$ cat config.mk
export PLATFORM = sky130hd
export DESIGN_NAME = top_k_score_tracker
export DESIGN_NICKNAME = d
export VERILOG_FILES = /design/src/rtl/tkst_pkg.sv /design/src/rtl/tkst_cell.sv /design/src/rtl/top_k_score_tracker.sv
export SDC_FILE = /design/constraint.sdc
export NUM_CORES = 2
export LEC_CHECK = 0
export BUFFER_PORTS_ARGS = -buffer_cell sky130_fd_sc_hd__buf_2
export CAP_MARGIN = 20
export CORE_MARGIN = 2
export CORE_UTILIZATION = 35
export CTS_BUF_LIST = sky130_fd_sc_hd__clkbuf_8
export CTS_CLUSTER_DIAMETER = 150
export CTS_CLUSTER_SIZE = 30
export DETAILED_ROUTE_END_ITERATION = 7
export GPL_TIMING_DRIVEN = 0
export HOLD_SLACK_MARGIN = 0.05
export PLACE_DENSITY = 0.59
export SETUP_SLACK_MARGIN = 0.02
export SYNTH_ARGS = -nofsm -noshare
export SYNTH_HDL_FRONTEND = slang
export SYNTH_SLANG_ARGS = --single-unit
$ cat constraint.sdc
create_clock -name clk_i -period 9.37 [get_ports clk_i]
set_input_delay 0.937 -clock clk_i [delete_from_list [all_inputs] [get_ports clk_i]]
set_output_delay 0.937 -clock clk_i [all_outputs]
set_load 0.1 [all_outputs]
$ cat src/rtl/tkst_pkg.sv
package tkst_pkg;

  localparam int unsigned SCORE_W   = 32;
  localparam int unsigned TAG_W     = 64;
  localparam int unsigned RANK_W    = 4;
  localparam int unsigned FILL_W    = 4;
  localparam int unsigned S_TDATA_W = 104;
  localparam int unsigned M_TDATA_W = 104;

  typedef enum logic {
    OP_INSERT = 1'b0,
    OP_READ   = 1'b1
  } op_e;

  typedef logic signed [SCORE_W-1:0] score_t;

  // broadcast to every cell
  typedef struct packed {
    logic   ins;
    score_t score;
  } cell_ctl_t;

  // handed from one cell to the next lower-ranked one
  typedef struct packed {
    logic   vld;
    logic   lt;
    score_t score;
  } cell_link_t;

endpackage

$ cat src/rtl/tkst_cell.sv
module tkst_cell #(
  parameter int unsigned TagBits = 64
) (
  input  logic                  clk_i,
  input  logic                  rst_ni,
  input  tkst_pkg::cell_ctl_t   ctl_i,
  input  logic [TagBits-1:0]    new_tag_i,
  input  tkst_pkg::cell_link_t  prev_i,
  input  logic [TagBits-1:0]    prev_tag_i,
  output tkst_pkg::cell_link_t  link_o,
  output logic [TagBits-1:0]    tag_o
);
  import tkst_pkg::*;

  logic               vld_q;
  score_t             score_q;
  logic [TagBits-1:0] tag_q;
  logic               lt;

  // new score goes ahead of this entry (equal scores keep arrival order)
  assign lt = !vld_q || (score_q < ctl_i.score);

  always_ff @(posedge clk_i or negedge rst_ni) begin
    if (!rst_ni) begin
      vld_q <= 1'b0;
    end else if (ctl_i.ins) begin
      if (prev_i.lt) begin
        vld_q <= prev_i.vld;
      end else if (lt) begin
        vld_q <= 1'b1;
      end
    end
  end

  always_ff @(posedge clk_i) begin
    if (ctl_i.ins) begin
      if (prev_i.lt) begin
        score_q <= prev_i.score;
        tag_q   <= prev_tag_i;
      end else if (lt) begin
        score_q <= ctl_i.score;
        tag_q   <= new_tag_i;
      end
    end
  end

  assign link_o.vld   = vld_q;
  assign link_o.lt    = lt;
  assign link_o.score = score_q;
  assign tag_o        = tag_q;

endmodule

$ cat src/rtl/top_k_score_tracker.sv
// the result of an accepted transaction appears on the master side in the next cycle
// throughput: one transaction per cycle while the master side keeps up; all cells compare in parallel and shift once
// the output register frees s_axis_tready whenever the result is taken or absent
// reset clears the cell valid bits, the fill count and the output valid
// stored scores and tags are not cleared; an empty cell is never read
module top_k_score_tracker #(
  parameter int unsigned TOP_ENTRIES = 10,
  parameter int unsigned TAG_BITS    = 64
) (
  input  logic                             clk_i,
  input  logic                             rst_ni,
  input  logic                             s_axis_tvalid,
  output logic                             s_axis_tready,
  // score [31:0], name_tag [95:32], read_rank [99:96], zero pad [103:100]
  input  logic [tkst_pkg::S_TDATA_W-1:0]   s_axis_tdata,
  // op
  input  logic                             s_axis_tuser,
  output logic                             m_axis_tvalid,
  input  logic                             m_axis_tready,
  // entry_rank [3:0], entry_score [35:4], entry_tag [99:36], fill_count [103:100]
  output logic [tkst_pkg::M_TDATA_W-1:0]   m_axis_tdata,
  // entry_valid
  output logic                             m_axis_tuser
);
  import tkst_pkg::*;

  localparam int unsigned CntW = $clog2(TOP_ENTRIES + 1);
  localparam int unsigned CmpW = (CntW > RANK_W) ? CntW : RANK_W;

  // input transaction fields
  score_t              in_score;
  logic [TAG_W-1:0]    in_tag;
  logic [RANK_W-1:0]   in_rank;
  op_e                 in_op;
  logic [TAG_BITS-1:0] new_tag;

  assign in_score = s_axis_tdata[SCORE_W-1:0];
  assign in_tag   = s_axis_tdata[SCORE_W+TAG_W-1:SCORE_W];
  assign in_rank  = s_axis_tdata[SCORE_W+TAG_W+RANK_W-1:SCORE_W+TAG_W];
  assign in_op    = op_e'(s_axis_tuser);
  assign new_tag  = in_tag[TAG_BITS-1:0];

  logic accept;
  logic out_vld_q;

  assign s_axis_tready = !out_vld_q || m_axis_tready;
  assign accept        = s_axis_tvalid && s_axis_tready;

  // chain of cells, rank 0 at the head
  cell_ctl_t           ctl;
  cell_link_t          link [TOP_ENTRIES];
  logic [TAG_BITS-1:0] link_tag [TOP_ENTRIES];
  cell_link_t          head_link;
  logic [TOP_ENTRIES-1:0] lt_vec;
  logic [TOP_ENTRIES-1:0] vld_vec;

  assign ctl.ins   = accept && (in_op == OP_INSERT);
  assign ctl.score = in_score;

  assign head_link.vld   = 1'b0;
  assign head_link.lt    = 1'b0;
  assign head_link.score = '0;

  for (genvar g = 0; g < TOP_ENTRIES; g++) begin : g_cell
    if (g == 0) begin : g_head
      tkst_cell #(.TagBits(TAG_BITS)) u_cell (
        .clk_i      (clk_i),
        .rst_ni     (rst_ni),
        .ctl_i      (ctl),
        .new_tag_i  (new_tag),
        .prev_i     (head_link),
        .prev_tag_i ('0),
        .link_o     (link[g]),
        .tag_o      (link_tag[g])
      );
    end else begin : g_body
      tkst_cell #(.TagBits(TAG_BITS)) u_cell (
        .clk_i      (clk_i),
        .rst_ni     (rst_ni),
        .ctl_i      (ctl),
        .new_tag_i  (new_tag),
        .prev_i     (link[g-1]),
        .prev_tag_i (link_tag[g-1]),
        .link_o     (link[g]),
        .tag_o      (link_tag[g])
      );
    end
    assign lt_vec[g]  = link[g].lt;
    assign vld_vec[g] = link[g].vld;
  end

  // insert position: the first cell whose entry the new score displaces;
  // lt is monotone down the chain, so the last cell tells if it fits at all
  logic              ins_fit;
  logic [CmpW-1:0]   ins_pos;

  assign ins_fit = lt_vec[TOP_ENTRIES-1];

  always_comb begin
    ins_pos = '0;
    for (int i = 0; i < TOP_ENTRIES; i++) begin
      if (lt_vec[i] && (i == 0 || !lt_vec[(i == 0) ? 0 : i - 1])) begin
        ins_pos = ins_pos | CmpW'(i);
      end
    end
  end

  // fill count
  logic [CntW-1:0] cnt_q, cnt_d;
  logic            full;

  assign full = (cnt_q == CntW'(TOP_ENTRIES));

  always_comb begin
    cnt_d = cnt_q;
    if (ctl.ins && ins_fit && !full) begin
      cnt_d = cnt_q + CntW'(1);
    end
  end

  always_ff @(posedge clk_i or negedge rst_ni) begin
    if (!rst_ni) begin
      cnt_q <= '0;
    end else begin
      cnt_q <= cnt_d;
    end
  end

  // read path: pick the cell at the requested rank
  logic [CmpW-1:0]     rd_rank;
  logic                rd_hit;
  score_t              rd_score;
  logic [TAG_BITS-1:0] rd_tag;

  assign rd_rank = CmpW'(in_rank);
  assign rd_hit  = rd_rank < CmpW'(cnt_q);

  always_comb begin
    rd_score = '0;
    rd_tag   = '0;
    for (int i = 0; i < TOP_ENTRIES; i++) begin
      if (rd_rank == CmpW'(i)) begin
        rd_score = rd_score | link[i].score;
        rd_tag   = rd_tag | link_tag[i];
      end
    end
  end

  // result for this transaction
  logic                res_valid;
  logic [RANK_W-1:0]   res_rank;
  score_t              res_score;
  logic [TAG_W-1:0]    res_tag;
  logic [CmpW-1:0]     res_fill;

  always_comb begin
    unique case (in_op)
      OP_INSERT: begin
        res_valid = ins_fit;
        res_rank  = ins_fit ? ins_pos[RANK_W-1:0] : '0;
        res_score = ins_fit ? in_score : '0;
        res_tag   = ins_fit ? TAG_W'(new_tag) : '0;
        res_fill  = CmpW'(cnt_d);
      end
      OP_READ: begin
        res_valid = rd_hit;
        res_rank  = in_rank;
        res_score = rd_hit ? rd_score : '0;
        res_tag   = rd_hit ? TAG_W'(rd_tag) : '0;
        res_fill  = CmpW'(cnt_q);
      end
      default: begin
        res_valid = 1'b0;
        res_rank  = '0;
        res_score = '0;
        res_tag   = '0;
        res_fill  = '0;
      end
    endcase
  end

  // output register
  logic [M_TDATA_W-1:0] out_data_q;
  logic                 out_user_q;

  always_ff @(posedge clk_i or negedge rst_ni) begin
    if (!rst_ni) begin
      out_vld_q <= 1'b0;
    end else if (s_axis_tready) begin
      out_vld_q <= s_axis_tvalid;
    end
  end

  always_ff @(posedge clk_i) begin
    if (accept) begin
      out_data_q <= {res_fill[FILL_W-1:0], res_tag, res_score, res_rank};
      out_user_q <= res_valid;
    end
  end

  assign m_axis_tvalid = out_vld_q;
  assign m_axis_tdata  = out_data_q;
  assign m_axis_tuser  = out_user_q;

  // kept entries always sit at the head of the chain
  a_vld_contiguous : assert property (@(posedge clk_i) disable iff (!rst_ni)
    $onehot({1'b0, vld_vec} + {{TOP_ENTRIES{1'b0}}, 1'b1}))
    else $error("cell valid bits not contiguous from rank zero");

  // fill count tracks the number of occupied cells
  a_cnt_matches : assert property (@(posedge clk_i) disable iff (!rst_ni)
    $countones(vld_vec) == int'(cnt_q))
    else $error("fill count differs from occupied cells");

  // an insert that fits shows up next cycle with its valid flag set
  a_ins_result : assert property (@(posedge clk_i) disable iff (!rst_ni)
    (ctl.ins && ins_fit) |=> (m_axis_tvalid && m_axis_tuser))
    else $error("fitting insert lost its result");

  // a full list stays full
  a_full_sticks : assert property (@(posedge clk_i) disable iff (!rst_ni)
    full |=> (cnt_q == CntW'(TOP_ENTRIES)))
    else $error("full list lost an entry");

endmodule

Word level (Yosys, flattened, before mapping)
Cells that the tools add are included.
{"block": "classes", "addsub": 1, "order_cmp": 11, "n_eq_ne": 10, "mux": 94, "bitwise": 19, "reduce_logical": 65}
{"operator": "two-way mux 64 bit", "n": 30}
{"operator": "two-way mux 32 bit", "n": 30}
{"operator": "OR 64 bit", "n": 9}
{"operator": "< comparator 32 bit", "n": 10}
{"operator": "OR 32 bit", "n": 9}
{"operator": "one-hot mux 64 bit (2 select lines)", "n": 1}
{"operator": "one-hot mux 32 bit (2 select lines)", "n": 1}
{"operator": "zero test 1 bit", "n": 21}
{"operator": "AND reduction 2 bit", "n": 10}
{"operator": "two-way mux 1 bit", "n": 19}
{"operator": "nonzero test 2 bit", "n": 9}
{"operator": "equality test 4 x 3 -> 1 bit, second input constant", "n": 4}
{"operator": "two-way mux 4 bit", "n": 4}
{"operator": "one-hot mux 4 bit (2 select lines)", "n": 2}
{"operator": "logical AND 1 bit", "n": 13}
{"operator": "equality test 4 bit, second input constant", "n": 3}
{"operator": "two-way mux 3 bit", "n": 4}
{"operator": "logical OR 1 bit", "n": 11}
{"operator": "equality test 4 x 2 -> 1 bit, second input constant", "n": 2}
{"operator": "adder 4 x 1 -> 4 bit, second input constant", "n": 1}
{"operator": "equality test 4 x 1 -> 1 bit, second input constant", "n": 1}
{"operator": "zero test 4 bit", "n": 1}
{"operator": "< comparator 4 bit", "n": 1}
{"operator": "two-way mux 2 bit", "n": 2}
{"operator": "2 further kinds", "n": 2}
{"block": "totals", "register_bits": 1080, "output_inout_bits": 107, "word_cells": 234}

Logic depth before layout (Yosys ltp)
{"block": "depth", "ltp_word": 22, "ltp_mapped": 13, "depth_no_buf": 10}

Modules after synthesis
Synthesis repeated with hierarchy kept, for this count alone.
{"block": "unflattened", "hier_cells": 4964, "area_unflattened_um2": 60474.2}
{"module": "tkst_cell at g_cell[0].g_head.u_cell ...", "n_inst": 9, "cells_per_inst": 360, "area_each_um2": 4842.1, "seq_area_each_um2": 2907.8}
{"module": "top_k_score_tracker", "n_inst": 1, "cells_per_inst": 1361, "area_each_um2": 12062.8, "seq_area_each_um2": 3278.1}
{"module": "tkst_cell at g_cell[9].g_body.u_cell", "n_inst": 1, "cells_per_inst": 363, "area_each_um2": 4832.1, "seq_area_each_um2": 2907.8}

Worst setup path before layout
No wires, ideal clock.
{"block": "synth_path", "path_kind": "in2reg", "from": "input port m_axis_tready", "to": "register g_cell[7].g_body.u_cell.vld_q", "setup_time_ns": 0.089, "t_arrival_ns": 9.904, "setup_slack_ns": -0.622, "path_stages": 6, "path_buffers": 0, "path_cell_list": "nand2b_1 nand2_1 inv_1 nand2_1 a21oi_1 mux2_2"}
{"block": "synth_between", "elab_chain_len": 4}
{"element": "start: declaration", "line": "top_k_score_tracker.sv:19", "source": "input logic m_axis_tready,"}
{"element": "logical OR 1 bit", "line": "top_k_score_tracker.sv:46", "source": "assign s_axis_tready = !out_vld_q || m_axis_tready;"}
{"element": "logical AND 1 bit", "line": "top_k_score_tracker.sv:47", "source": "assign accept = s_axis_tvalid && s_axis_tready;"}
{"element": "via accept", "line": "top_k_score_tracker.sv:43", "source": "logic accept;"}
{"element": "logical AND 1 bit", "line": "top_k_score_tracker.sv:57", "source": "assign ctl.ins = accept && (in_op == OP_INSERT);"}
{"element": "AND reduction 2 bit (no line)"}
{"element": "end signal: assignment", "line": "tkst_cell.sv:28", "source": "vld_q <= prev_i.vld;"}
{"element": "end: declaration", "line": "tkst_cell.sv:15", "source": "logic vld_q;"}
The timed path passes the listed nets, and every way through them passes these cells.
A chain may end at the register's enable or synchronous reset.

Worst setup path after layout
{"block": "layout_path", "from": "input port s_axis_tdata[31] (netlist name)", "to": "register g_cell[6].g_body.u_cell.tag_q[49] (enable)"}
{"block": "layout_between", "elab_chain_len": 4, "elab_cells_between_ends": 6, "classes_between": "2 x order compare; 4 x reduce/logical"}
{"element": "start: declaration", "line": "top_k_score_tracker.sv:15", "source": "input logic [tkst_pkg::S_TDATA_W-1:0] s_axis_tdata,"}
{"element": "< comparator 32 bit", "line": "tkst_cell.sv:21", "source": "assign lt = !vld_q || (score_q < ctl_i.score);"}
{"element": "logical OR 1 bit", "line": "tkst_cell.sv:21"}
{"element": "nonzero test 2 bit (no line) *"}
{"element": "AND reduction 2 bit (no line) *"}
{"element": "end signal: assignment", "line": "tkst_cell.sv:39", "source": "tag_q <= prev_tag_i;"}
{"element": "end signal: assignment", "line": "tkst_cell.sv:42", "source": "tag_q <= new_tag_i;"}
{"element": "end: declaration", "line": "tkst_cell.sv:17", "source": "logic [TagBits-1:0] tag_q;"}
Mark *: on every way between the ends. The rest lies on a longest branch, timed or not.

==> impl_metrics.env <==
export IMPL_drcViolationCount=0
export IMPL_min_period_ns=6.19
export IMPL_skew_ns=0.0635
export IMPL_end_kind="flip-flop"
export IMPL_finalMaxSlewViolations=0
export IMPL_cp_arrival_ns=6.73
export IMPL_cts_max_level=2
export IMPL_async_flop_share=0.0139
export IMPL_netlist_instances=4103
export IMPL_min_to="g_cell[0].g_head.u_cell.tag_o[11]"
export IMPL_grt_overflow=0
export IMPL_tightest_slew_ns=1.26
export IMPL_layout_nets=4834
export IMPL_fin_setup_tns_ns=0
export IMPL_rsz0062_at_grt="no"
export IMPL_placedCellCount=6432
export IMPL_synth_top_family_by_area="compound AO/OA/AOI/OAI gates"
export IMPL_synth_top_cell_by_area="edfxtp_1"
export IMPL_path_cells="buf_2, inv_1, ha_1, nand4_1, nor4_1, o21ai_0, a311oi_1, nor2_1, mux2i_1, buf_2, buf_4, nor2_1, nor2_4, buf_12, buf_12, buf_12"
export IMPL_synth_ff_type="edfxtp_1"
export IMPL_vias=38500
export IMPL_grt_pass1_vias=38000
export IMPL_rrSetupSlack_ns=3.45
export IMPL_synth_simple_gate_area_frac=0.0503
export IMPL_cp_slowest_cell="a311oi_1"
export IMPL_path_class="in -> reg"
export IMPL_grt_max_degree=60
export IMPL_path_buf_inv=7
export IMPL_critical_path_top_delay_family="buffers and inverters"
export IMPL_status="finished clean"
export IMPL_grt_pass1_wl_mm=260
export IMPL_worstHoldStart="s_axis_tdata[43]"
export IMPL_root_buffer="clkbuf_8"
export IMPL_setup_ws_ns=3.18
export IMPL_path_common_cell="buf_12"
export IMPL_fp_dieArea_um2=163000
export IMPL_numCtsBuffers=41
export IMPL_synth_top_area_share=0.574
export IMPL_synth_edf_count=1065
export IMPL_ys_top_cells_by_area="edfxtp_1 57%, mux2_2 13%, ha_1 7.1%"
export IMPL_layout_drive_gt1_share=0.242
export IMPL_cp_depth=16
export IMPL_synthMuxAreaShare=0.133
export IMPL_max_freq_mhz=162
export IMPL_start_util=0.352
export IMPL_drt_wl_total_mm=181
export IMPL_peakVddDrop_mv=0.133
export IMPL_ys_warn_count=0
export IMPL_hold_violations=0
export IMPL_min_path_cells=1
export IMPL_cpPeakStageDelay_ns=0.72
export IMPL_clock_latency_ns=0.85
export IMPL_yosys_area_share_xor_xnor=0.00110
export IMPL_min_period_over_period=0.661
export IMPL_syn_to_final_growth_pct=9.76
export IMPL_pre_cts_ws_ns=2.32
export IMPL_place_hpwl_mm=130
export IMPL_die_height_um=403
export IMPL_power_density_nw_per_um2=189
export IMPL_rr_endpoint="g_cell[6].g_body.u_cell.tag_o[49]"
export IMPL_vias_per_cell=5.93
export IMPL_yosysUniqueCellTypes=69
export IMPL_syn_nets=4527
export IMPL_path_clk_slew_ns=0.18
export IMPL_io_pins=216
export IMPL_critPathRequiredTime_ns=9.91
export IMPL_worst_r2r_cell_count=14
export IMPL_max_cap_violations=0
export IMPL_postCtsSetupRepairBufs=0
export IMPL_fin_cells=6496
export IMPL_cts_sinks=1080
export IMPL_grtUsageTotal=0.216
export IMPL_hold_class="in -> reg"
export IMPL_cp_start_kind="input port"
export IMPL_fillers=15000
export IMPL_clk_path_buf_depth=3
export IMPL_ant_nets=0
export IMPL_reg2reg_from="g_cell[6].g_body.u_cell.score_q[31]"
export IMPL_p_leak_nw=21.3
export IMPL_gp_congestion=0.895
export IMPL_antenna_found_initial=23
export IMPL_synthesis_area_um2=55800
export IMPL_setup_viol=0
export IMPL_avgSynthCellArea_um2=13.6
export IMPL_power_mw=11.6
export IMPL_fin_util=0.386
export IMPL_crit_fanout=24
export IMPL_synth_seq_cells=1080
export IMPL_port_buffers=210
export IMPL_wire_per_inst_um=27.8
export IMPL_synth_seq_area_share=0.580
export IMPL_die_x_um=403
export IMPL_first_pass_iters=8
export IMPL_slew_headroom=0.156
export IMPL_rows=146
export IMPL_drtIter0Drc=4078
export IMPL_core_area_um2=158000
export IMPL_cts_tree="done"
export IMPL_yosys_area_share_adder=0.0707
export IMPL_synth_compound_area_frac=0.137
[through the flow]
stage,instance area (µm²),hold WS [ns]
after floorplan,55800,0.454
after global placement,59400,0.501
after detailed placement,60500,0.507
after CTS,61100,0.191
after global routing,61200,0.225
final,61200,0.271
[cells by family (layout without fill, tap and decap cells)]
group / Yosys count / after routing
adder cells (fa/ha/maj): 315 / 315
AND/OR/NAND/NOR: 592 / 592
XOR/XNOR: 7 / 7
other: 0 / 7
AO/OA/AOI/OAI: 1083 / 1083
buffers and inverters: 369 / 683
flip-flops: 1080 / 1080
multiplexers: 657 / 657
[flip-flops by register name, summed over array words and instances, names as in the netlist]
name,count
g_cell.g_body.u_cell.tag_o,576
g_cell.g_head.u_cell.vld_q,1
m_axis_tuser,1
m_axis_tvalid,1
m_axis_tdata,104
cnt_q,4
g_cell.g_head.u_cell.score_q,32
g_cell.g_body.u_cell.vld_q,9
g_cell.g_body.u_cell.score_q,288
g_cell.g_head.u_cell.tag_o,64
[worst max-delay path by stage]
stage                           startpoint                                 end  slack (ns)
after global placement       m_axis_tready   g_cell[0].g_head.u_cell.tag_o[26]       -6.76
after floorplan              m_axis_tready       g_cell[3].g_body.u_cell.vld_q       -0.16
after detailed placement   s_axis_tdata[2]  g_cell[9].g_body.u_cell.score_q[7]        2.32
after global routing      s_axis_tdata[31]  g_cell[6].g_body.u_cell.score_q[0]        3.24
final                     s_axis_tdata[31]   g_cell[6].g_body.u_cell.tag_o[49]        3.18
after CTS                  s_axis_tdata[2]  g_cell[9].g_body.u_cell.score_q[4]        3.23
[metal layers]
metal,vias up,part of all wire,routed length (µm),global-route usage
met5,-,0.00031,56,0
met1,19700,0.42,76400,0.292
met4,8,0.025,4470,0.0522
met3,233,0.084,15300,0.0420
met2,1590,0.47,84600,0.356
li1,17000,-,-,-
[placed cells by master, fill, tap and decap left out, types with 8 or more instances in the layout]
| cell | n |
|---|---|
| o211ai_1 | 8 |
| buf_1 | 76 |
| edfxtp_1 | 1065 |
| clkbuf_8 | 41 |
| buf_2 | 272 |
| nor2_1 | 44 |
| ha_1 | 315 |
| nand2b_1 | 17 |
| clkbuf_1 | 153 |
| dfrtp_1 | 15 |
| o21a_1 | 9 |
| buf_4 | 26 |
| nor3_1 | 17 |
| o21ai_0 | 270 |
| a22o_1 | 193 |
| and4_1 | 11 |
| a21o_1 | 25 |
| buf_12 | 29 |
| mux2_2 | 651 |
| buf_16 | 10 |
| nand2_1 | 312 |
| inv_1 | 60 |
| a221oi_1 | 100 |
| nand4_1 | 137 |
| a21oi_1 | 108 |
| buf_8 | 8 |
| a211oi_1 | 12 |
| a22oi_1 | 292 |
| nand3_1 | 19 |
[layout make-up]
cell class	count	area (µm²)	share of cell area
clock buffer	41	564	0.00922
sequential	1080	32400	0.529
timing repair buffer	264	2090	0.0341
buffer	313	1340	0.0219
multi-input combinational	2654	22000	0.359
inverter	56	215	0.00352
clock inverter	9	58.8	0.000961
antenna	7	17.5	0.000286
tap	2072	2590	0.0424
[synth_stat cells, types with 25 or more instances]
cell	count
a22o_1	193
a221oi_1	100
buf_2	62
a22oi_1	292
edfxtp_1	1065
clkbuf_1	153
o21ai_0	270
a21oi_1	110
a21o_1	25
mux2_2	651
buf_1	76
nand4_1	137
ha_1	315
inv_1	55
nand2_1	312
nor2_1	50
[report_power, final]
group	switching (mW)	internal, mW
clock	1.50	0.411
combinational	2.25	1.25
sequential	0.227	5.95
total	3.98	7.61
[timing repair]
item	CTS	global route
hold endpoints to repair	15	0
resized for setup	0	0
hold buffers	1	0
(Power assumes the default switching activity.)
